## src/rtl/delta_queue_task_scheduler_defines.svh

```systemverilog
// Assertion macros used by the scheduler controller.
// No dependencies.
`ifndef DELTA_QUEUE_TASK_SCHEDULER_DEFINES_SVH
`define DELTA_QUEUE_TASK_SCHEDULER_DEFINES_SVH
// implication checked on every rising clock edge outside reset
`define DQ_ASSERT_IMP(lbl, a, c, msg) \
	lbl: assert property (@(posedge clk) disable iff (!arst_n) (a) |-> (c)) else $error(msg);
// next-cycle implication
`define DQ_ASSERT_NXT(lbl, a, c, msg) \
	lbl: assert property (@(posedge clk) disable iff (!arst_n) (a) |=> (c)) else $error(msg);
`endif

```

## src/rtl/dqts_pkg.sv

```systemverilog
// Types and constants for the delta-list task scheduler.
// No dependencies.
package dqts_pkg;
	localparam logic [1:0] OP_TICK = 2'd0;
	localparam logic [1:0] OP_ADD  = 2'd1;
	localparam logic [1:0] OP_DEL  = 2'd2;
	localparam logic [2:0] ST_FIRED   = 3'd0;
	localparam logic [2:0] ST_ADDED   = 3'd1;
	localparam logic [2:0] ST_FULL    = 3'd2;
	localparam logic [2:0] ST_REMOVED = 3'd3;
	localparam logic [2:0] ST_NOTFND  = 3'd4;
	localparam int FIRE_LIMIT = 16;

	typedef struct packed {
		logic [1:0]  op;
		logic [7:0]  task_id;
		logic [15:0] delay;
		logic [15:0] period;
	} in_t;

	typedef struct packed {
		logic [7:0] result_id;
		logic [2:0] status;
		logic       last;
	} out_t;

	// controller -> datapath
	typedef struct packed {
		logic load;       // capture input item
		logic tick_dec;   // decrement head delta
		logic fire_pop;   // remove head, latch it as a fire
		logic ins_start;  // start insert walk (from item or from fired task)
		logic ins_src;    // 0: item, 1: fired task
		logic ins_step;   // advance insert walk one entry
		logic ins_do;     // commit insert at current position
		logic del_start;
		logic del_step;
		logic del_do;
	} cmd_t;

	// datapath -> controller
	typedef struct packed {
		logic empty;
		logic full;
		logic head_zero;
		logic ins_here;   // walk stops at current position
		logic del_hit;    // current entry matches id
		logic del_end;    // walked past last entry
		logic fire_per;   // popped task is periodic
	} stat_t;
endpackage

```

## src/rtl/dqts_dp.sv

```systemverilog
// Datapath: entry table in registers, walk position, item latch.
// Depends on dqts_pkg.
module dqts_dp #(
	parameter int MAX_TASKS = 16
) (
	input  logic              clk,
	input  logic              arst_n,
	input  dqts_pkg::in_t     item,
	input  dqts_pkg::cmd_t    cmd,
	output dqts_pkg::stat_t   stat,
	output logic [7:0]        cur_id
);
	localparam int IW = $clog2(MAX_TASKS);
	localparam int CW = $clog2(MAX_TASKS + 1);

	logic [7:0]  ids_q   [MAX_TASKS];
	logic [15:0] dlt_q   [MAX_TASKS];
	logic [15:0] per_q   [MAX_TASKS];
	logic [CW-1:0] cnt_q;
	logic [CW-1:0] pos_q;
	logic [15:0] d_q;
	logic [7:0]  id_q;
	logic [15:0] nper_q;
	logic [7:0]  fid_q;
	logic [15:0] fper_q;

	logic [IW-1:0] pi;
	logic          pos_in;

	assign pi     = pos_q[IW-1:0];
	assign pos_in = pos_q < cnt_q;

	assign stat.empty     = cnt_q == '0;
	assign stat.full      = cnt_q == CW'(MAX_TASKS);
	assign stat.head_zero = dlt_q[0] == '0;
	assign stat.ins_here  = !pos_in || (d_q < dlt_q[pi]);
	assign stat.del_hit   = pos_in && ids_q[pi] == id_q;
	assign stat.del_end   = !pos_in;
	assign stat.fire_per  = fper_q != '0;
	assign cur_id = cmd.fire_pop ? ids_q[0] : id_q;

	always_ff @(posedge clk or negedge arst_n) begin
		if (!arst_n) begin
			cnt_q <= '0;
		end else if (cmd.fire_pop || cmd.del_do) begin
			cnt_q <= cnt_q - 1'b1;
		end else if (cmd.ins_do) begin
			cnt_q <= cnt_q + 1'b1;
		end
	end

	// walk registers
	always_ff @(posedge clk) begin
		if (cmd.load) begin
			id_q   <= item.task_id;
			d_q    <= item.delay;
			nper_q <= item.period;
		end
		if (cmd.fire_pop) begin
			fid_q  <= ids_q[0];
			fper_q <= per_q[0];
		end
		if (cmd.ins_start || cmd.del_start) begin
			pos_q <= '0;
			if (cmd.ins_src) begin
				id_q   <= fid_q;
				d_q    <= fper_q;
				nper_q <= fper_q;
			end
		end else if (cmd.ins_step) begin
			d_q   <= d_q - dlt_q[pi];
			pos_q <= pos_q + 1'b1;
		end else if (cmd.del_step) begin
			pos_q <= pos_q + 1'b1;
		end
	end

	// table updates: head decrement and shifts; each entry updated from its neighbors at once
	always_ff @(posedge clk) begin
		if (cmd.tick_dec && dlt_q[0] != '0) begin
			dlt_q[0] <= dlt_q[0] - 1'b1;
		end
		for (int i = 0; i < MAX_TASKS; i++) begin
			if (cmd.fire_pop || cmd.del_do) begin
				if (cmd.fire_pop || CW'(i) >= pos_q) begin
					if (i + 1 < MAX_TASKS && CW'(i + 1) < cnt_q) begin
						ids_q[i] <= ids_q[(i + 1) % MAX_TASKS];
						per_q[i] <= per_q[(i + 1) % MAX_TASKS];
						if ((cmd.fire_pop && i == 0) || (cmd.del_do && CW'(i) == pos_q)) begin
							if ({1'b0, dlt_q[(i + 1) % MAX_TASKS]} + {1'b0, dlt_q[i]}
								> 17'h0FFFF)
								dlt_q[i] <= 16'hFFFF;
							else
								dlt_q[i] <= dlt_q[(i + 1) % MAX_TASKS] + dlt_q[i];
						end else begin
							dlt_q[i] <= dlt_q[(i + 1) % MAX_TASKS];
						end
					end
				end
			end else if (cmd.ins_do) begin
				if (CW'(i) == pos_q) begin
					ids_q[i] <= id_q;
					dlt_q[i] <= d_q;
					per_q[i] <= nper_q;
				end else if (CW'(i) > pos_q && CW'(i) <= cnt_q) begin
					ids_q[i] <= ids_q[(i + MAX_TASKS - 1) % MAX_TASKS];
					per_q[i] <= per_q[(i + MAX_TASKS - 1) % MAX_TASKS];
					if (CW'(i) == pos_q + 1'b1)
						dlt_q[i] <= dlt_q[(i + MAX_TASKS - 1) % MAX_TASKS] - d_q;
					else
						dlt_q[i] <= dlt_q[(i + MAX_TASKS - 1) % MAX_TASKS];
				end
			end
		end
	end
endmodule

```

## config.mk

```make
export PLATFORM = sky130hd
export DESIGN_NAME = dqts_dp
export DESIGN_NICKNAME = d
export VERILOG_FILES = /design/src/rtl/delta_queue_task_scheduler_defines.svh /design/src/rtl/dqts_pkg.sv /design/src/rtl/dqts_dp.sv
export SDC_FILE = /design/constraint.sdc
export NUM_CORES = 2
export LEC_CHECK = 0
export ABC_CLOCK_PERIOD_IN_PS = 4630
export BUFFER_PORTS_ARGS = -buffer_cell sky130_fd_sc_hd__buf_4
export CAP_MARGIN = 20
export CORE_MARGIN = 3
export CORE_UTILIZATION = 59
export DETAILED_ROUTE_END_ITERATION = 10
export PLACE_DENSITY = 0.81
export SYNTH_ARGS = -nofsm -noshare
export SYNTH_HDL_FRONTEND = slang
export SYNTH_SLANG_ARGS = --single-unit
```

## constraint.sdc

```tcl
create_clock -name clk -period 4.63 [get_ports clk]
set_input_delay 0.463 -clock clk [delete_from_list [all_inputs] [get_ports clk]]
set_output_delay 0.463 -clock clk [all_outputs]
set_load 0.02 [all_outputs]
```

======== Word-level counts from Yosys, hierarchy flattened ========
Memories as Yosys holds them, arrays and structs flattened. A register that Yosys moved wholly into a read port is not among the register bits.
Index checks and enable logic that the tools add are counted.
Widths: inputs -> output; s select.
word-level totals
  flip-flop bits (word level) ............. 74
  latch bits .............................. 0
  bits in writable memories ............... 640
  ROM bits ................................ 0
  bits of input ports ..................... 54
  output and inout bits ................... 15
  logic and storage cells ................. 1,185
  memories ................................ 3
memory list
  name   depth  bits a word  rd ports  clocked after Yosys merged registers in  wr ports  line           text
  dlt_q  16     16           17        1                                        16        dqts_dp.sv:17  logic [15:0] dlt_q [MAX_TASKS];
  per_q  16     16           16        0                                        16        dqts_dp.sv:18  logic [15:0] per_q [MAX_TASKS];
  ids_q  16     8            17        1                                        16        dqts_dp.sv:16  logic [7:0] ids_q [MAX_TASKS];
operators by class
  add/sub/neg operators ................... 51
  multipliers ............................. 0
  div/mod/pow operators ................... 0
  order comparisons ....................... 79
  eq/ne operators ......................... 32
  shift operators ......................... 0
  mux-type cells .......................... 812
  bitwise logic cells ..................... 140
  reduce and logical (&&, ||, !) cells .... 61
operators with widths
  kind                  count
  $mux 16               116
  $mux 1                653
  $mux 8                35
  $sub 16x16->16        17
  $add 16x16->17        15
  $gt 17x16->1 const B  15
  $add 16x16->16        15
  $or 1x1->1            140
  $eq 4x5->1 const A    16
  $eq 3x5->1 const A    8
  $gt 4x5->1 const A    8
  $le 4x5->1 const A    8
  $lt 4x5->1 const A    8
  $ge 4x5->1 const A    7
  $logic_and 1x1->1     33
  $reduce_bool 16->1    2
  $eq 2x5->1 const A    4
  $ge 3x5->1 const A    4
  $gt 3x5->1 const A    4
  $le 3x5->1 const A    4
  $lt 3x5->1 const A    4
  $mux 5                4
  $logic_or 1x1->1      19
  $logic_not 16->1      1
  other kinds (20)      35

======== Logic depth before layout (Yosys ltp) ========
  depth after elaboration ................. 14
  gate-level depth with buffers ........... 18
  gate-level depth less buffers ........... 14

======== Worst setup path before layout ========
No wires, ideal clock.
  path type ............................... flip-flop to output port
  from .................................... reg (tool-made name)
  to ...................................... out stat[3] in the netlist's numbering
  data arrival time ....................... 4,778 ps
  data required time ...................... 4,167 ps
  slack ................................... -611 ps
  cell stages (with the launch flop) ...... 19
  path buffers ............................ 4
  cell sequence ........................... dfxtp_1 -> clkbuf_1 -> buf_1 -> clkbuf_1 -> clkbuf_1 -> mux4_2 -> mux4_2 -> inv_1 -> ha_1 -> nor2b_1 -> o21ai_0 -> a21oi_1 -> o21ai_0 -> nand2_1 -> a31oi_1 -> o21ai_0 -> a31oi_1 -> o21ai_0 -> o31ai_1
RTL lines
  item           line           text
  end, declared  dqts_dp.sv:10  output dqts_pkg::stat_t stat,

==> flow_summary.toml <==
[outcome]
status = "complete, but fails checks"
violations = "negative setup slack"

[floorplanning]
die_height_microns = 335
ios = 69
rows = 120
core-area_sq_um = 107000
die_x_microns = 335
initial_core_util_pct = 59.6
dieArea_sq_um = 112000

[sta]
fmax_mhz = 200
slew_headroom_pct = 20.7
hold_viol_final = 0
tightest_slew_ns = 1.19
whs_ns = 0.0339
setup_viol = 2
fin_skew_ns = 0.0453
rsz0062_at_grt = "true"
maxSlewViolCount = 0
fin_crit_sh_pct = 108
layout_min_cycle_time_ns = 5.01
layout_setup_ws_ns = -0.377

[clock_tree]
cts_buffers = 85
insertion_delay_ns = 0.73
cts_num_sinks = 718
htree_levels = 3
cts_buffer_depth = 3
clkTransAtPathRegs_ns = 0.06
root_buffer = "clkbuf_16"
cts_tree = "done"

[critical_path]
slowest_delay_ns = 0.62
reg2regPathDepth = 26
slowest_stage = "mux4_2"
crit_chain = "buf_12 -> mux4_2 -> mux4_2 -> inv_2 -> ha_4 -> nor2b_4 -> o21ai_2 -> a21oi_2 -> o21ai_2 -> nand2_2 -> a31oi_4 -> o21ai_2 -> a31oi_2 -> o21ai_2 -> o31ai_4 -> buf_6"
end_kind = "output pin"
ff2ff_setup_slack_ns = -0.15
required_ns = 4.17
crit_end = "stat[3]"
cp_common_cell = "o21ai_2"
startpoint_type = "register"
r2r_end = "d_q[14]$_DFF_P_"
crit_arrival_ns = 4.54
cp_max_fo = 4
critical_path_class = "reg -> out"

[routing]
met2_length_mm = 106
routed_wl_mm = 268
num_vias = 64300
antenna_left = 0
firstDrtPassIters = 8
vias_per_cell = 7.28
met1_length_mm = 95.7
topRoutingLayerUsed = "met5"
wire_per_inst_microns = 30.3
wl_met3_mm = 46.1
drc_errors = 0
drtIter0Drc = 10400

[grt]
grt-ovfl-total = 0
grt_pass1_vias = 59500
grtUsageTotal_pct = 46.0
antenna_found_initial = 26
grt_max_degree = 60
grt_pass1_wl_mm = 386

[placement]
gp_congestion = 1.06
hpwlAfterDp_mm = 192
io_buffers = 66

[yosys]
yosysSeqAreaShare_pct = 32.9
synth-simple-area-share_pct = 15.7
synth_edf_count = 664
synth_cell_type_count = 105
synth_compound_area_share_pct = 23.0
ys_warn_count = 0
syn_inst = 7218
synth_common_cells = "947 x nand2_1, 664 x edfxtp_1, 657 x nor2_1, 562 x a21oi_1, 559 x o21ai_0"
synth-main-ff-cell = "edfxtp_1"
muxShareOfSynthArea_pct = 8.31
synth-xor-area-share_pct = 5.39
yosys-top-cells-area = "edfxtp_1 31%, ha_1 10%, nand2_1 5.6%, a21oi_1 4.4%, o21ai_0 4.4%"
syn_area_sq_um = 64000
avgSynthCellArea_sq_um = 8.86
synth_top_family_by_area = "compound AO/OA/AOI/OAI gates"
synth_top_area_share_pct = 31.2
syn-num-nets = 7815
synthArstFlopShare_pct = 0.696
synth_adder_area_share_pct = 11.0
synth_top_area_cell = "edfxtp_1"
synth.most_common_cell = "nand2_1"
ys_ff_latch = 718

[finish]
ff_latch_area_sq_um = 21100
fillers = 8667
drive_gt1_share_pct = 11.8
multi_input_area_sq_um = 40800
area_growth_pct = 11.0
layout.nets = 7939

[power]
leakagePower_nw = 28.1
power_density_nw_per_um2 = 713
power_mw = 50.6
peakVddDrop_mv = 0.436

[job]
cap_violations = 0

[hold_path]
hold_path_class = "in -> reg"
-- flip-flops by register name, indices dropped and copies added, names as in the netlist, named ones only --
signal	count
d_q	16
ids_q	128
dlt_q	256
per_q	256
fid_q	8
fper_q	16
id_q	8
nper_q	16
cnt_q	5
pos_q	5
-- worst max-delay path: cells and delay by family (launching register included) --
kind            cells  cell delay (ns)
compound gates      8             1.47
fa+ha+maj           1             0.20
buf+inv             3             0.40
flops               1             0.42
mux                 2             1.13
simple gates        2             0.23
-- through the flow --
step           cell area, sq um  util, %  instances  TNS [ns]  setup slack [ns]
2_1_floorplan             64000        -       7218         0            0.0170
3_3_place_gp              67500     62.9       8624    -0.166            -0.166
3_5_place_dp              67500     62.9       8624   -0.0870           -0.0870
4_1_cts                   70800     65.9       8810    -0.556            -0.263
5_1_grt                   71000     66.1       8817    -0.677            -0.424
6_report                  71000     66.1       8833    -0.523            -0.377
-- metal layers --
| metal | global-route usage (%) | vias up |
|---|---|---|
| li1 | - | 27500 |
| met1 | 59.5 | 30100 |
| met2 | 64.1 | 5429 |
| met3 | 19.3 | 1233 |
| met4 | 27.0 | 20 |
| met5 | 0 | - |
-- layout by cell type, fill, tap and decap left out, types with 66 or more instances in the layout --
cell and n:
a21o_1 83, xnor2_1 214, a211oi_1 79, mux2i_1 223, edfxtp_1 664, buf_4 435
xor2_1 177, o21ai_0 550, nand2_1 941, nand3_1 128, mux4_2 119, o221ai_1 118
ha_1 507, nand2b_1 72, a21oi_1 560, nor2_1 653, o22ai_1 103, a31oi_1 196
nor3_1 152, o22a_1 80, clkbuf_16 85, inv_1 184, o21a_1 76, nor2b_1 78
or3_1 66
-- report_power, final --
part / internal, mW / switching [mW] / total [mW]
clock: 4.15 / 3.19 / 7.33
combinational: 11.5 / 17.6 / 29.0
sequential: 11.0 / 3.23 / 14.2
-- cell type report --
| type | instances | share of cell area [%] |
|---|---|---|
| antenna | 16 | 0.0564 |
| clock buffer | 103 | 3.13 |
| tap | 1403 | 2.47 |
| timing repair buffer | 460 | 5.14 |
| multi-input combinational | 5887 | 57.5 |
| clock inverter | 56 | 1.03 |
| inverter | 190 | 1.00 |
| sequential | 718 | 29.7 |
-- cell families after synthesis --
group | count (synthesis)
flops | 718
mux | 378
simple gates | 2286
xor+xnor | 393
compound gates | 2287
buf+inv | 613
fa+ha+maj | 543
-- what timing repair did --
item / in CTS / in global routing
pin swaps: 9 / 13
resized for setup: 26 / 27
hold buffers: 1 / 0
setup buffers: 26 / 15
endpoints found under the setup margin: 1 / 4
endpoints found under the hold margin: 5 / 0
gates cloned: 0 / 0
-- worst min-delay path by stage --
stage                         from                    to  slack, ns  cells past startpoint
after global placement      arst_n  cnt_q[1]$_DFFE_PN0P_       0.30                      1
final                     item[36]       id_q[4]$_DFF_P_       0.03                      3
after CTS                 item[36]       id_q[4]$_DFF_P_       0.03                      3
after detailed placement    arst_n  cnt_q[1]$_DFFE_PN0P_       0.30                      1
after global routing      item[12]    nper_q[12]$_DFF_P_       0.06                      3
after floorplan             arst_n  cnt_q[0]$_DFFE_PN0P_       0.17                      0
(Power assumes the default switching activity.)
