## src/rtl/delta_queue_task_scheduler_defines.svh

```systemverilog
// Assertion macros used by the scheduler controller.
// No dependencies.
`ifndef DELTA_QUEUE_TASK_SCHEDULER_DEFINES_SVH
`define DELTA_QUEUE_TASK_SCHEDULER_DEFINES_SVH
// implication checked on every rising clock edge outside reset
`define DQ_ASSERT_IMP(lbl, a, c, msg) \
	lbl: assert property (@(posedge clk) disable iff (!arst_n) (a) |-> (c)) else $error(msg);
// next-cycle implication
`define DQ_ASSERT_NXT(lbl, a, c, msg) \
	lbl: assert property (@(posedge clk) disable iff (!arst_n) (a) |=> (c)) else $error(msg);
`endif

```

## src/rtl/dqts_pkg.sv

```systemverilog
// Types and constants for the delta-list task scheduler.
// No dependencies.
package dqts_pkg;
	localparam logic [1:0] OP_TICK = 2'd0;
	localparam logic [1:0] OP_ADD  = 2'd1;
	localparam logic [1:0] OP_DEL  = 2'd2;
	localparam logic [2:0] ST_FIRED   = 3'd0;
	localparam logic [2:0] ST_ADDED   = 3'd1;
	localparam logic [2:0] ST_FULL    = 3'd2;
	localparam logic [2:0] ST_REMOVED = 3'd3;
	localparam logic [2:0] ST_NOTFND  = 3'd4;
	localparam int FIRE_LIMIT = 16;

	typedef struct packed {
		logic [1:0]  op;
		logic [7:0]  task_id;
		logic [15:0] delay;
		logic [15:0] period;
	} in_t;

	typedef struct packed {
		logic [7:0] result_id;
		logic [2:0] status;
		logic       last;
	} out_t;

	// controller -> datapath
	typedef struct packed {
		logic load;       // capture input item
		logic tick_dec;   // decrement head delta
		logic fire_pop;   // remove head, latch it as a fire
		logic ins_start;  // start insert walk (from item or from fired task)
		logic ins_src;    // 0: item, 1: fired task
		logic ins_step;   // advance insert walk one entry
		logic ins_do;     // commit insert at current position
		logic del_start;
		logic del_step;
		logic del_do;
	} cmd_t;

	// datapath -> controller
	typedef struct packed {
		logic empty;
		logic full;
		logic head_zero;
		logic ins_here;   // walk stops at current position
		logic del_hit;    // current entry matches id
		logic del_end;    // walked past last entry
		logic fire_per;   // popped task is periodic
	} stat_t;
endpackage

```

## src/rtl/dqts_ctrl.sv

```systemverilog
// Controller FSM: sequences tick, add and delete over the datapath.
// Depends on dqts_pkg and the assertion macro header.
`include "delta_queue_task_scheduler_defines.svh"
module dqts_ctrl (
	input  logic             clk,
	input  logic             arst_n,
	input  logic             in_valid,
	output logic             in_ready,
	input  logic [1:0]       op,
	input  dqts_pkg::stat_t  stat,
	output dqts_pkg::cmd_t   cmd,
	input  logic [7:0]       cur_id,
	output logic             out_valid,
	input  logic             out_ready,
	output dqts_pkg::out_t   out_data
);
	typedef enum logic [6:0] {
		S_IDLE  = 7'b0000001,
		S_TICK  = 7'b0000010,
		S_INS   = 7'b0000100,
		S_DEL   = 7'b0001000,
		S_WAIT  = 7'b0010000,
		S_FIRE  = 7'b0100000,
		S_DONE  = 7'b1000000
	} state_t;

	state_t state_q, state_d;
	logic [4:0] nfire_q;
	logic       is_tick_q;
	logic       ov_q;
	dqts_pkg::out_t od_q;
	logic       emit;
	dqts_pkg::out_t emit_d;
	logic       slot_free;

	// fires are held one deep so the last one can be tagged
	logic       pend_q;
	logic [7:0] pid_q;
	logic       push_pend;

	assign slot_free = !ov_q || out_ready;
	assign out_valid = ov_q;
	assign out_data  = od_q;
	assign in_ready  = state_q == S_IDLE;
	assign push_pend = cmd.fire_pop;

	always_comb begin
		state_d = state_q;
		cmd     = '0;
		emit    = 1'b0;
		emit_d  = '0;
		case (state_q)
			S_IDLE: begin
				if (in_valid) begin
					cmd.load = 1'b1;
					case (op)
						dqts_pkg::OP_TICK: if (!stat.empty) begin
							cmd.tick_dec = 1'b1;
							state_d = S_TICK;
						end
						dqts_pkg::OP_ADD: begin
							cmd.ins_start = 1'b1;
							state_d = S_INS;
						end
						dqts_pkg::OP_DEL: begin
							cmd.del_start = 1'b1;
							state_d = S_DEL;
						end
						default: state_d = S_IDLE;
					endcase
				end
			end
			S_INS: begin
				// an add from the item checks for a full table; a reinsert of a fired task does not
				if (is_tick_q) begin
					if (stat.ins_here) begin
						cmd.ins_do = 1'b1;
						state_d = S_TICK;
					end else begin
						cmd.ins_step = 1'b1;
					end
				end else if (slot_free) begin
					if (stat.full) begin
						emit = 1'b1;
						emit_d = '{result_id: cur_id, status: dqts_pkg::ST_FULL, last: 1'b1};
						state_d = S_IDLE;
					end else if (stat.ins_here) begin
						cmd.ins_do = 1'b1;
						emit = 1'b1;
						emit_d = '{result_id: cur_id, status: dqts_pkg::ST_ADDED, last: 1'b1};
						state_d = S_IDLE;
					end else begin
						cmd.ins_step = 1'b1;
					end
				end
			end
			S_DEL: begin
				if (slot_free) begin
					if (stat.del_hit) begin
						cmd.del_do = 1'b1;
						emit = 1'b1;
						emit_d = '{result_id: cur_id, status: dqts_pkg::ST_REMOVED,
							last: 1'b1};
						state_d = S_IDLE;
					end else if (stat.del_end) begin
						emit = 1'b1;
						emit_d = '{result_id: cur_id, status: dqts_pkg::ST_NOTFND,
							last: 1'b1};
						state_d = S_IDLE;
					end else begin
						cmd.del_step = 1'b1;
					end
				end
			end
			S_TICK: begin
				if (stat.empty || !stat.head_zero || nfire_q == 5'(dqts_pkg::FIRE_LIMIT)) begin
					state_d = S_DONE;
				end else if (!pend_q || slot_free) begin
					// hold the pop while the pending fire cannot move
					cmd.fire_pop = 1'b1;
					state_d = S_FIRE;
				end
			end
			S_FIRE: begin
				if (stat.fire_per) begin
					cmd.ins_start = 1'b1;
					cmd.ins_src   = 1'b1;
					state_d = S_INS;
				end else begin
					state_d = S_TICK;
				end
			end
			S_WAIT: state_d = S_IDLE;
			S_DONE: begin
				// mark the final fire of this tick as last
				if (slot_free) state_d = S_IDLE;
			end
			default: state_d = S_IDLE;
		endcase
	end

	always_ff @(posedge clk or negedge arst_n) begin
		if (!arst_n) begin
			state_q   <= S_IDLE;
			nfire_q   <= '0;
			is_tick_q <= 1'b0;
			ov_q      <= 1'b0;
			pend_q    <= 1'b0;
		end else begin
			state_q <= state_d;
			if (state_q == S_IDLE) begin
				nfire_q   <= '0;
				is_tick_q <= op == dqts_pkg::OP_TICK;
			end else if (push_pend && !(pend_q && !slot_free)) begin
				nfire_q <= nfire_q + 1'b1;
			end
			if (emit || (push_pend && pend_q && slot_free)
				|| (state_q == S_DONE && pend_q && slot_free)) begin
				ov_q <= 1'b1;
			end else if (out_ready) begin
				ov_q <= 1'b0;
			end
			if (push_pend && !(pend_q && !slot_free)) begin
				pend_q <= 1'b1;
			end else if (state_q == S_DONE && slot_free) begin
				pend_q <= 1'b0;
			end
		end
	end

	always_ff @(posedge clk) begin
		if (emit) begin
			od_q <= emit_d;
		end else if (push_pend && pend_q && slot_free) begin
			od_q <= '{result_id: pid_q, status: dqts_pkg::ST_FIRED, last: 1'b0};
		end else if (state_q == S_DONE && pend_q && slot_free) begin
			od_q <= '{result_id: pid_q, status: dqts_pkg::ST_FIRED, last: 1'b1};
		end
		if (push_pend && !(pend_q && !slot_free)) begin
			pid_q <= cur_id;
		end
	end

	`DQ_ASSERT_IMP(a_ready_idle, in_ready, state_q == S_IDLE, "ready outside idle")
	`DQ_ASSERT_IMP(a_one_cmd, 1'b1, $countones({cmd.ins_do, cmd.del_do, cmd.fire_pop}) <= 1,
		"conflicting table commands")
	`DQ_ASSERT_IMP(a_fire_cap, 1'b1, nfire_q <= 5'(dqts_pkg::FIRE_LIMIT), "fire count overrun")
	`DQ_ASSERT_NXT(a_onehot, 1'b1, $onehot(state_q), "state not one-hot")
endmodule

```

## config.mk

```make
export PLATFORM = sky130hd
export DESIGN_NAME = dqts_ctrl
export DESIGN_NICKNAME = d
export VERILOG_FILES = /design/src/rtl/dqts_pkg.sv /design/src/rtl/dqts_ctrl.sv
export VERILOG_INCLUDE_DIRS = /design/src /design/src/rtl
export SDC_FILE = /design/constraint.sdc
export NUM_CORES = 1
export LEC_CHECK = 0
export BUFFER_PORTS_ARGS = -buffer_cell sky130_fd_sc_hd__buf_2
export CORE_MARGIN = 3
export CORE_UTILIZATION = 45
export CTS_BUF_LIST = sky130_fd_sc_hd__clkbuf_16
export DETAILED_ROUTE_END_ITERATION = 8
export GPL_TIMING_DRIVEN = 0
export PLACE_DENSITY = 0.77
export SLEW_MARGIN = 20
export SYNTH_ARGS = -nofsm -noshare
export SYNTH_HDL_FRONTEND = slang
export SYNTH_SLANG_ARGS = --single-unit
export TNS_END_PERCENT = 20
```

## constraint.sdc

```tcl
create_clock -name clk -period 2.9 [get_ports clk]
set_input_delay 0.435 -clock clk [delete_from_list [all_inputs] [get_ports clk]]
set_output_delay 0.435 -clock clk [all_outputs]
set_load 0.005 [all_outputs]
```

; ---- Word-level counts from Yosys, hierarchy flattened
; Cells that the tools add are included.
; Widths: inputs -> output; s select.
[op_classes]
n_addsub = 1
mul = 0
div = 0
order_cmp = 0
n_eq_ne = 18
shift = 0
n_mux = 66
bitwise = 0
n_reduce_logical = 24
[op_table]
columns = op, n
row1 = $mux 12, 10
row2 = $mux 7, 13
row3 = $pmux 7 s6, 1
row4 = $mux 1, 26
row5 = $pmux 12 s2, 1
row6 = $pmux 7 s3, 1
row7 = $mux 2, 9
row8 = $ne 3x3->1 const B, 5
row9 = $mux 5, 2
row10 = $reduce_and 9->1, 1
row11 = $eq 7x1->1 const B, 1
row12 = $eq 7x2->1 const B, 1
row13 = $eq 7x3->1 const B, 1
row14 = $eq 7x4->1 const B, 1
row15 = $eq 7x6->1 const B, 1
row16 = $eq 7x7->1 const B, 1
row17 = $logic_and 1x1->1, 7
row18 = $logic_or 1x1->1, 6
row19 = $ne 2x2->1 const B, 3
row20 = $reduce_bool 2->1, 3
row21 = $add 5x1->5 const B, 1
row22 = $eq 5x5->1 const B, 1
row23 = $logic_not 1->1, 5
row24 = $ne 4x4->1 const B, 1
row25 = 6 further kinds, 7
[totals]
reg_bits = 35
latch_bits = 0
ram_bits = 0
romBits = 0
output_inout_bits = 24
wordCells = 118
n_memories = 0

; ---- Longest topological paths before layout
; Gate-level depths: netlist of run 1.
[logic_depth]
depth_word = 11
mapped_depth = 8
depth_no_buf = 8

; ---- Worst setup path after synthesis of run 1
; OpenSTA, ideal clock, no wires.
[synth_timing]
path_type = flip-flop to flip-flop
from = register state_q[2]
to = register od_q, in the netlist out_data[0], enable pin
setup_ns = 0.400
arrival_time_ns = 2.534
t_required_ns = 2.500
slack_ns = -0.035
stages_incl_launch_ff = 5
path_buffers = 0
period_less_slack_ns = 2.935
path_cell_list = dfrtp_1 > or4_4 > nor4_4 > and2b_1 > o31ai_1
[synth_via]
elab_chain_len = 5
word_cells_on_any_way = 11
cone_classes = 4 x eq/ne / 2 x mux / 5 x reduce/logical
[synth_lines]
columns = element, line
row1 = from (decl), dqts_ctrl.sv:27  ; state_t state_q, state_d;
row2 = from (signal assigned), dqts_ctrl.sv:150  ; state_q <= state_d;
row3 = $eq 7x2->1, dqts_ctrl.sv:52  ; case (state_q)
row4 = $mux 1, dqts_ctrl.sv:52
row5 = $logic_and 1x1->1 (2 in a row), dqts_ctrl.sv:174  ; end else if (push_pend && pend_q && slot_free) begin
row6 = $reduce_bool 3->1 (no source line) *, -
row7 = to (signal assigned), dqts_ctrl.sv:173  ; od_q <= emit_d;
row8 = to (signal assigned), dqts_ctrl.sv:175  ; od_q <= '{result_id: pid_q, status: dqts_pkg::ST_FIRED, last: 1'b0};
row9 = to (signal assigned), dqts_ctrl.sv:177  ; od_q <= '{result_id: pid_q, status: dqts_pkg::ST_FIRED, last: 1'b1};
row10 = to (decl), dqts_ctrl.sv:31  ; dqts_pkg::out_t od_q;
; Every way passes the cells marked *; elsewhere a longest branch is shown, timed or not.
; A chain may end at the register's enable or synchronous reset.

; ---- Worst setup path in the final report of run 1
[layout_timing]
from = register state_q[2]
to = register od_q, in the netlist out_data[2], enable pin
; Same word-level chain as after synthesis.

==> results.tsv, run 1 <==
stage	metric	value	unit
yosys	cells after synthesis	147	
die	IO Pins	45	
sta	Max Freq	0.384	GHz
place	routability cong.	0.843	
clock_network	Clock Path Buffers	2	
pwr	cell internal pwr	1.03	mW
yosys	ys flop type	edfxtp_1	
pwr	clock power share	0.334	
clock_network	CTS Buf Count	5	
final_layout	nets@finish	221	
route	DRT antenna net count	0	
yosys	ys async rst share	0.412	
yosys	synth top area cells	edfxtp_1 (35%), dfrtp_1 (19%), mux2_2 (6.0%), nor2_1 (3.5%), nand3_1 (2.1%)	
clock_network	clock latency at the later pin of the worst-skew pair	0.28	ns
route	drt pass-1 iters	4	
final_layout	non-filler cells, final	245	
clock_network	CTS tree	done	
grt	total global-route track usage	0.172	
worst_setup_path	Crit Path Max Fanout	12	
clock_network	# hold bufs at CTS	0	
route	Post-route DRC	0	
yosys	Syn Nets	170	
final_layout	fill count	296	
pwr	PwrDens	685	mW/mm2
grt	first-pass GRT wire length	5580	um
place	IO Port Bufs	44	
worst_setup_path	CP arrival	2.51	ns
final_layout	FF+latch area	952	um2
yosys	Synth cell types	44	
yosys	Synth area leader	edfxtp_1	
sta	Slew Limit Fails	0	
sta	Tmin final	2.61	ns
outcome	status	complete, no violations	
final_layout	area added between synthesis and finish	25.3	%
pwr	Psw	0.424	mW
yosys	Syn Area/Cell	11.5	um2
grt	largest net degree at the start of global routing	15	
sta	Min Hold Slack	0.0542	ns
clock_network	# clock sinks	34	
yosys	Synth Register Bits	34	
die	Core ar.	0.00347	mm2
pwr	Combinational Power Share	0.234	
sta	Slew HR	0.584	
worst_setup_path	Crit Path Category	flip-flop to flip-flop	
final_layout	Multi-input gate area	708	um2
worst_hold_path	Hold Path Class	input pin to asynchronous set/reset pin	
die	Die ar.	0.00454	mm2
die	Starting Density	0.489	
route	post-DR wirelength/cell	14.3	um
final_layout	share of post-route cells with drive strength above 1	0.347	
clock_network	Root Buffer	clkbuf_16	
worst_setup_path	worst path required time	2.81	ns
grt	antenna violations before repair	0	
die	die height	67.4	um
job	max-cap viol count	0	
sta	Fin. Hold Viols	0	
sta	Final Setup Violations	0	
pwr	Pleak	0.916	nW
clock_network	CTS H-tree lvls	2	
yosys	YS warnings	0	
worst_setup_path	Setup crit end kind	flip-flop	
sta	RSZ-0062 raised after global routing	no	
route	Routed WL	3510	um
route	vias per inst	5.39	
pwr	sequential share of power	0.432	
yosys	area of the mapped netlist	0.00170	mm2
worst_setup_path	Worst Setup Start Kind	flip-flop	
pwr	Switching Fraction	0.291	
sta	TNS Setup	0	ns
sta	Final Cycle Share	0.899	
final_layout	final core utilization	0.613	
sta	Tightest Pin Transition	0.624	ns
grt	grt ovf	0	
sta	Clock Skew	0.00393	ns
clock_network	Clk pin slew, worst setup/hold paths	0.05	ns
place	placed cells	237	
yosys	EDFF count, synth	20	
pwr	VDD IR max	423	uV
place	post-detail-place hpwl	2640	um
route	via count	1320	
final_layout	number of diodes	0	
pwr	total power	1.46	mW
yosys	post-synth top area share	0.354	
yosys	sequential share of the synthesized area	0.562	
die	FP Rows	21	
die	Die Wd	67.4	um
grt	vias in the first global route	1273	
route	DR iter-0 viols	120	
==> power by group through the flow <==
stage / logic (mW) / registers (mW) / clock network, mW
6_report: 0.341 / 0.629 / 0.486
5_1_grt: 0.378 / 0.637 / 0.526
4_1_cts: 0.342 / 0.628 / 0.500
3_5_place_dp: 0.333 / 0.637 / 0
3_3_place_gp: 0.323 / 0.634 / 0
2_1_floorplan: 0.227 / 0.628 / 0
==> worst max-delay path, cell delays in order, from the launching register on <==
cell and delay (ns):
dfrtp_1 0.46, or4_4 0.57, nor4_4 0.41, and2b_1 0.27, o31ai_4 0.53
==> synthesized netlist by cell type, drive strengths merged, types with 2 or more instances <==
| cell | n |
|---|---|
| o31ai | 2 |
| a21boi | 4 |
| or4 | 2 |
| nor2 | 16 |
| nand2 | 9 |
| nor4 | 3 |
| nor2b | 4 |
| ha | 2 |
| a31oi | 2 |
| clkbuf | 2 |
| o21ai | 6 |
| nor3b | 2 |
| and2 | 2 |
| edfxtp | 20 |
| nand3 | 7 |
| dfrtp | 13 |
| xor2 | 3 |
| nand2b | 5 |
| inv | 8 |
| nand4 | 3 |
| mux2 | 9 |
| nor3 | 4 |
==> registers in the layout, summed over array words and instances, names as in the netlist <==
| name | flops |
|---|---|
| pend_q | 1 |
| out_data | 12 |
| state_q | 6 |
| nfire_q | 5 |
| out_valid | 1 |
| is_tick_q | 1 |
| pid_q | 8 |
==> cell families after synthesis <==
group | Yosys count | synth area share
buf+inv | 12 | 0.0288
fa+ha+maj | 2 | 0.0148
xor+xnor | 4 | 0.0207
flops | 34 | 0.562
mux | 10 | 0.0657
compound gates | 22 | 0.0952
simple gates | 63 | 0.213
==> per-stage QoR <==
stage          instance area [um2]  setup WS [ns]
2_1_floorplan                 1700          0.330
3_3_place_gp                  1980         0.0455
3_5_place_dp                  1980       -0.00393
4_1_cts                       2120          0.268
5_1_grt                       2120          0.187
6_report                      2120          0.293
==> path summary, 6_finish.rpt <==
path,depth (start not counted),to,startpoint,slack (ns)
max in group asynchronous,1,state_q[0]$_DFFE_PN1P_,arst_n,2.55
min in group clk,1,pid_q[2]$_DFFE_PP_,cur_id[2],0.34
worst min register to register,2,nfire_q[4]$_DFFE_PN0P_,nfire_q[4]$_DFFE_PN0P_,0.54
worst min-delay path,1,nfire_q[4]$_DFFE_PN0P_,arst_n,0.05
worst max register to register,4,out_data[2]$_SDFFCE_PP0P_,state_q[2]$_DFFE_PN0P_,0.29
worst max-delay path,4,out_data[2]$_SDFFCE_PP0P_,state_q[2]$_DFFE_PN0P_,0.29
==> routing by layer <==
layer | share of wire | GRT usage
met1 | 0.41 | 0.191
met4 | 0.021 | 0.0886
met3 | 0.080 | 0.0632
met2 | 0.49 | 0.288
met5 | 0 | 0
==> timing repair <==
item / 4_1_cts / 5_1_grt
resized for setup: 1 / 0
setup buffers: 0 / 0
endpoints found under the setup margin: 12 / 0
==> layout by cell type (no fill, tap or decap), types with 2 or more instances in the layout <==
cell       instances
ha_1               2
clkinv_1           2
xor2_1             3
nand4_1            3
nor2b_1            4
and2_1             2
clkbuf_16          5
inv_1              9
nor4_1             2
mux2_2             9
dfrtp_1           13
a31oi_1            2
nand2b_1           5
a21boi_0           3
edfxtp_1          20
nor2_1            16
nor3_1             4
or4_4              2
nor3b_1            2
clkbuf_1           2
buf_2             44
nand2_1            8
nand3_1            7
o21ai_0            6
==> area by class of cell <==
cell class / count / area share
clock buffer: 5 / 0.0589
buffer: 3 / 0.00707
multi-input combinational: 101 / 0.333
clock inverter: 3 / 0.00589
tap: 46 / 0.0271
inverter: 9 / 0.0159
timing repair buffer: 44 / 0.104
sequential: 34 / 0.448
(Power assumes the default switching activity.)
==> inputs of run 2 (changes only) <==
Settings changed: PLACE_DENSITY 0.77 to unset, PLACE_DENSITY_LB_ADDON set to 0.05.
==> results.tsv, run 2 (synthesis gave the netlist of run 1 again) <==
stage	metric	value	unit	change
grt	first-pass GRT wire length	5590	um	was 5580 um
worst_setup_path	Register-to-Register Path Depth	4		unchanged
grt	antenna violations before repair	0		unchanged
clock_network	CTS H-tree lvls	2		unchanged
clock_network	Root Buffer	clkbuf_16		unchanged
worst_setup_path	cell class contributing the biggest share of worst-path delay	simple AND/OR/NAND/NOR gates		unchanged
clock_network	CTS tree	done		unchanged
clock_network	# clock sinks	34		unchanged
place	placed cells	237		unchanged
sta	Clock Skew	0.00257	ns	was 0.00393 ns
die	Core ar.	0.00347	mm2	unchanged
sta	Final Cycle Share	0.894		was 0.899
route	DR iter-0 viols	62		was 120
route	via count	1297		was 1320
clock_network	CTS Buf Count	5		unchanged
grt	gr busiest metal	met2		unchanged
sta	Tightest Pin Transition	0.628	ns	was 0.624 ns
place	post-detail-place hpwl	2460	um	was 2640 um
die	IO Pins	45		unchanged
worst_setup_path	Setup crit end kind	output port		was flip-flop
sta	TNS Setup	0	ns	unchanged
worst_setup_path	WP buf/inv	2		was 0
worst_setup_path	Worst Setup Start Kind	flip-flop		unchanged
clock_network	postcts setup bufs	0		unchanged
grt	total global-route track usage	0.167		was 0.172
sta	Tmin final	2.59	ns	was 2.61 ns
clock_network	Clk pin slew, worst setup/hold paths	0.05	ns	about the same
final_layout	share of post-route cells with drive strength above 1	0.357		was 0.347
worst_setup_path	CP arrival	2.16	ns	was 2.51 ns
sta	Slew Limit Fails	0		unchanged
die	Starting Density	0.489		unchanged
final_layout	number of diodes	0		unchanged
grt	GR Util met2	0.260		was 0.288
grt	met3 Use GR	0.0399		was 0.0632
pwr	VDD IR max	434	uV	was 423 uV
clock_network	# hold bufs at CTS	0		unchanged
grt	vias in the first global route	1224		was 1273
final_layout	area added between synthesis and finish	28.6	%	was 25.3%
place	IO Port Bufs	44		unchanged
sta	RSZ-0062 raised after global routing	no		unchanged
final_layout	fill count	290		was 296
die	FP Rows	21		unchanged
worst_setup_path	Worst path slowest cell	or4_4		unchanged
pwr	PwrDens	757	mW/mm2	was 685 mW/mm2
final_layout	most common cell after layout, fill and taps aside	buf_2		unchanged
route	post-DR wirelength/cell	13.4	um	was 14.3 um
route	Routed WL	3270	um	was 3510 um
worst_setup_path	Crit Path Category	flip-flop to output port		was flip-flop to flip-flop
worst_setup_path	worst path required time	2.47	ns	was 2.81 ns
pwr	Pleak	0.938	nW	was 0.916 nW
job	max-cap viol count	0		unchanged
route	drt pass-1 iters	4		unchanged
sta	Slew HR	0.581		was 0.584
die	Die Wd	67.4	um	unchanged
route	DRT antenna net count	0		unchanged
grt	met1 Use GR	0.223		was 0.191
clock_network	Clock Path Buffers	2		unchanged
final_layout	max reg flops	12		unchanged
final_layout	most frequent cells in the layout	buf_2 (44), edfxtp_1 (20), nor2_1 (16)		unchanged
die	die height	67.4	um	unchanged
clock_network	clock latency at the later pin of the worst-skew pair	0.27	ns	was 0.28 ns
worst_setup_path	Worst path depth	5		was 4
clock_network	post-CTS sizing	1		unchanged
die	Die ar.	0.00454	mm2	unchanged
worst_hold_path	Hold Path Class	input pin to asynchronous set/reset pin		unchanged
sta	Final Setup Violations	0		unchanged
final_layout	non-filler cells, final	245		unchanged
route	Post-route DRC	0		unchanged
worst_setup_path	crit-path cells	or4_4, nor4_4, a21boi_0, buf_4, buf_2		was or4_4, nor4_4, and2b_1, o31ai_4
worst_setup_path	CP peak stage delay	0.56	ns	was 0.57 ns
sta	Fin. Hold Viols	0		unchanged
sta	Max Freq	0.386	GHz	was 0.384 GHz
place	routability cong.	0.828		was 0.843
grt	grt ovf	0		unchanged
worst_setup_path	Crit Path Max Fanout	7		was 12
final_layout	nets@finish	221		unchanged
outcome	status	complete, no violations		unchanged
route	vias per inst	5.29		was 5.39
grt	largest net degree at the start of global routing	15		unchanged
## run 2: changes by cell type in the layout (fill, tap and decap cells not counted), sizes merged
cell,previous run,this run
bufinv,0,2
clkinv,3,2
inv,9,8
## run 2: where the power goes
group | internal (mW) | total [mW] | switching, mW
clock network | 0.493 | 0.682 | 0.189
logic | 0.147 | 0.339 | 0.192
registers | 0.576 | 0.629 | 0.0530
total | 1.22 | 1.65 | 0.434
## run 2: cell type report
type                       count  area (um2)  share of cell area
clock inverter                 3        68.8              0.0316
multi-input combinational    101         708               0.325
buffer                         3        15.0             0.00688
inverter                       9        33.8              0.0155
timing repair buffer          44         220               0.101
tap                           46        57.6              0.0264
sequential                    34         952               0.437
clock buffer                   5         125              0.0574
## run 2: per-stage QoR
stage / worst slack, ns / hold slack [ns] / util / cell area [um2] / power (mW)
2_1_floorplan: 0.330 / 0.139 / - / 1700 / 0.855
5_1_grt: 0.163 / 0.0704 / 0.629 / 2180 / 1.74
3_5_place_dp: 0.00268 / 0.357 / 0.570 / 1980 / 0.972
3_3_place_gp: 0.00812 / 0.358 / 0.570 / 1980 / 0.964
4_1_cts: 0.272 / 0.0611 / 0.629 / 2180 / 1.67
6_report: 0.307 / 0.0520 / 0.629 / 2180 / 1.65
## run 2: path summary, 6_finish.rpt
kind | start | end | slack [ns]
hold / removal | arst_n | nfire_q[4]$_DFFE_PN0P_ | 0.05
setup reg to reg | state_q[2]$_DFFE_PN0P_ | out_data[2]$_SDFFCE_PP0P_ | 0.31
setup / recovery | state_q[2]$_DFFE_PN0P_ | cmd[7] | 0.31
min in group clk | cur_id[2] | pid_q[2]$_DFFE_PP_ | 0.35
hold reg to reg | nfire_q[4]$_DFFE_PN0P_ | nfire_q[4]$_DFFE_PN0P_ | 0.54
max in group asynchronous | arst_n | state_q[0]$_DFFE_PN1P_ | 2.56
## run 2: layer usage
layer,part of all wire,vias up
met1,0.46,619
met4,0.011,0
li1,-,640
met2,0.47,34
met3,0.063,4
met5,0,-
==> inputs of run 3 (changes only) <==
Settings changed: MAX_ROUTING_LAYER set to met4.
==> results.tsv, run 3 (synthesis gave the netlist of run 1 again) <==
stage	metric	value	unit	change
pwr	total power	1.65	mW	about the same
grt	vias in the first global route	1221		was 1224
worst_hold_path	Hold Path Class	input pin to asynchronous set/reset pin		unchanged
sta	Slew HR	0.581		about the same
worst_setup_path	Worst path slowest cell	or4_4		unchanged
final_layout	most frequent cells in the layout	buf_2 (44), edfxtp_1 (20), nor2_1 (16)		unchanged
worst_setup_path	RR Startpoint	state_q[2]$_DFFE_PN0P_		unchanged
final_layout	number of diodes	0		unchanged
route	DRT antenna net count	0		unchanged
sta	TNS Setup	0	ns	unchanged
clock_network	Root Buffer	clkbuf_16		unchanged
job	max-cap viol count	0		unchanged
worst_setup_path	Setup crit end kind	output port		unchanged
sta	Slew Limit Fails	0		unchanged
clock_network	# clock sinks	34		unchanged
route	DR iter-0 viols	63		was 62
final_layout	most common cell after layout, fill and taps aside	buf_2		unchanged
grt	largest net degree at the start of global routing	15		unchanged
grt	grt ovf	0		unchanged
clock_network	CTS tree	done		unchanged
place	placed cells	237		unchanged
sta	Clock Skew	0.00232	ns	was 0.00257 ns
worst_setup_path	Reg2Reg Setup Slack	0.31	ns	about the same
final_layout	nets@finish	221		unchanged
place	routability cong.	0.840		was 0.828
place	post-detail-place hpwl	2460	um	unchanged
worst_setup_path	Worst path depth	5		unchanged
pwr	PwrDens	757	mW/mm2	about the same
sta	RSZ-0062 raised after global routing	no		unchanged
route	post-DR wirelength/cell	13.3	um	was 13.4 um
clock_network	Clock Path Buffers	2		unchanged
die	Die ar.	0.00454	mm2	unchanged
worst_setup_path	crit-path cells	or4_4, nor4_4, a21boi_0, buf_4, buf_2		unchanged
pwr	cell internal pwr	1.22	mW	about the same
final_layout	share of post-route cells with drive strength above 1	0.357		unchanged
place	IO Port Bufs	44		unchanged
pwr	Combinational Power Share	0.205		about the same
worst_setup_path	worst path required time	2.47	ns	about the same
clock_network	Clk pin slew, worst setup/hold paths	0.05	ns	about the same
die	Starting Density	0.489		unchanged
final_layout	final core utilization	0.629		unchanged
worst_setup_path	cell class contributing the biggest share of worst-path delay	simple AND/OR/NAND/NOR gates		unchanged
outcome	status	complete, no violations		unchanged
worst_setup_path	Register-to-Register Path Depth	4		unchanged
sta	Setup WS post-layout	0.307	ns	about the same
final_layout	fill count	290		unchanged
worst_setup_path	WP buf/inv	2		unchanged
route	drt pass-1 iters	4		unchanged
grt	total global-route track usage	0.172		was 0.167
worst_setup_path	CP peak stage delay	0.56	ns	about the same
clock_network	clock latency at the later pin of the worst-skew pair	0.27	ns	about the same
worst_setup_path	Crit Path Category	flip-flop to output port		unchanged
final_layout	area added between synthesis and finish	28.6	%	unchanged
sta	Fin. Hold Viols	0		unchanged
route	Post-route DRC	0		unchanged
final_layout	max reg flops	12		unchanged
die	die height	67.4	um	unchanged
route	vias per inst	5.29		about the same
pwr	Psw	0.434	mW	about the same
clock_network	postcts setup bufs	0		unchanged
die	IO Pins	45		unchanged
sta	Max Freq	0.386	GHz	about the same
final_layout	non-filler cells, final	245		unchanged
route	via count	1295		was 1297
worst_setup_path	CP arrival	2.16	ns	about the same
clock_network	CTS H-tree lvls	2		unchanged
die	FP Rows	21		unchanged
pwr	sequential share of power	0.381		about the same
pwr	Pleak	0.938	nW	unchanged
grt	antenna violations before repair	0		unchanged
worst_setup_path	Worst Setup Start Kind	flip-flop		unchanged
die	Core ar.	0.00347	mm2	unchanged
clock_network	CTS Buf Count	5		unchanged
sta	Tmin final	2.59	ns	about the same
grt	first-pass GRT wire length	5590	um	unchanged
sta	Tightest Pin Transition	0.628	ns	about the same
sta	Final Cycle Share	0.894		about the same
pwr	clock power share	0.414		about the same
die	Die Wd	67.4	um	unchanged
pwr	Switching Fraction	0.263		about the same
worst_setup_path	Crit Path Max Fanout	7		unchanged
pwr	VDD IR max	434	uV	about the same
route	Routed WL	3270	um	about the same
place	pre-CTS setup slack	0.00268	ns	unchanged
sta	Final Setup Violations	0		unchanged
worst_setup_path	Worst Setup SP	state_q[2]$_DFFE_PN0P_		unchanged
## run 3: cell counts in the layout (fill, tap and decap cells not counted)
No cell type changed its count.
## run 3: power by group through the flow
stage               logic (mW)  registers, mW  clock network, mW
finish                   0.339          0.628              0.683
global route             0.380          0.635              0.727
CTS                      0.342          0.628              0.696
detailed placement       0.335          0.637                  0
global placement         0.329          0.635                  0
floorplan                0.227          0.628                  0
## run 3: what timing repair did
item	CTS	global route
endpoints found under the setup margin	12	0
hold buffers	0	0
gates resized for setup	1	0
## run 3: per-stage QoR
step	hold slack [ns]	area (um2)
6_report	0.0519	2180
5_1_grt	0.0704	2180
4_1_cts	0.0611	2180
3_5_place_dp	0.357	1980
3_3_place_gp	0.358	1980
2_1_floorplan	0.139	1700
## run 3: path summary, 6_finish.rpt
kind                                             endpoint
worst max-delay path                               cmd[7]
worst min-delay path               state_q[3]$_DFFE_PN0P_
worst max register to register  out_data[2]$_SDFFCE_PP0P_
worst min register to register     nfire_q[4]$_DFFE_PN0P_
max in group asynchronous          state_q[0]$_DFFE_PN1P_
min in group clk                       pid_q[2]$_DFFE_PP_
## run 3: routing by layer
layer / wire (um) / vias up / GRT usage / part of all wire
li1: - / 640 / - / -
met3: 203 / 4 / 0.0399 / 0.062
met1: 1490 / 617 / 0.223 / 0.46
met4: 35 / 0 / 0.0684 / 0.011
met5: 0 / - / - / 0
met2: 1540 / 34 / 0.260 / 0.47
## run 3: cell type report
class                           count  area [um2]  area share
Sequential cell                    34         952       0.437
Timing Repair Buffer               44         220       0.101
Multi-Input combinational cell    101         708       0.325
Tap cell                           46        57.6      0.0264
Clock inverter                      3        68.8      0.0316
Inverter                            9        33.8      0.0155
Buffer                              3        15.0     0.00688
Clock buffer                        5         125      0.0574
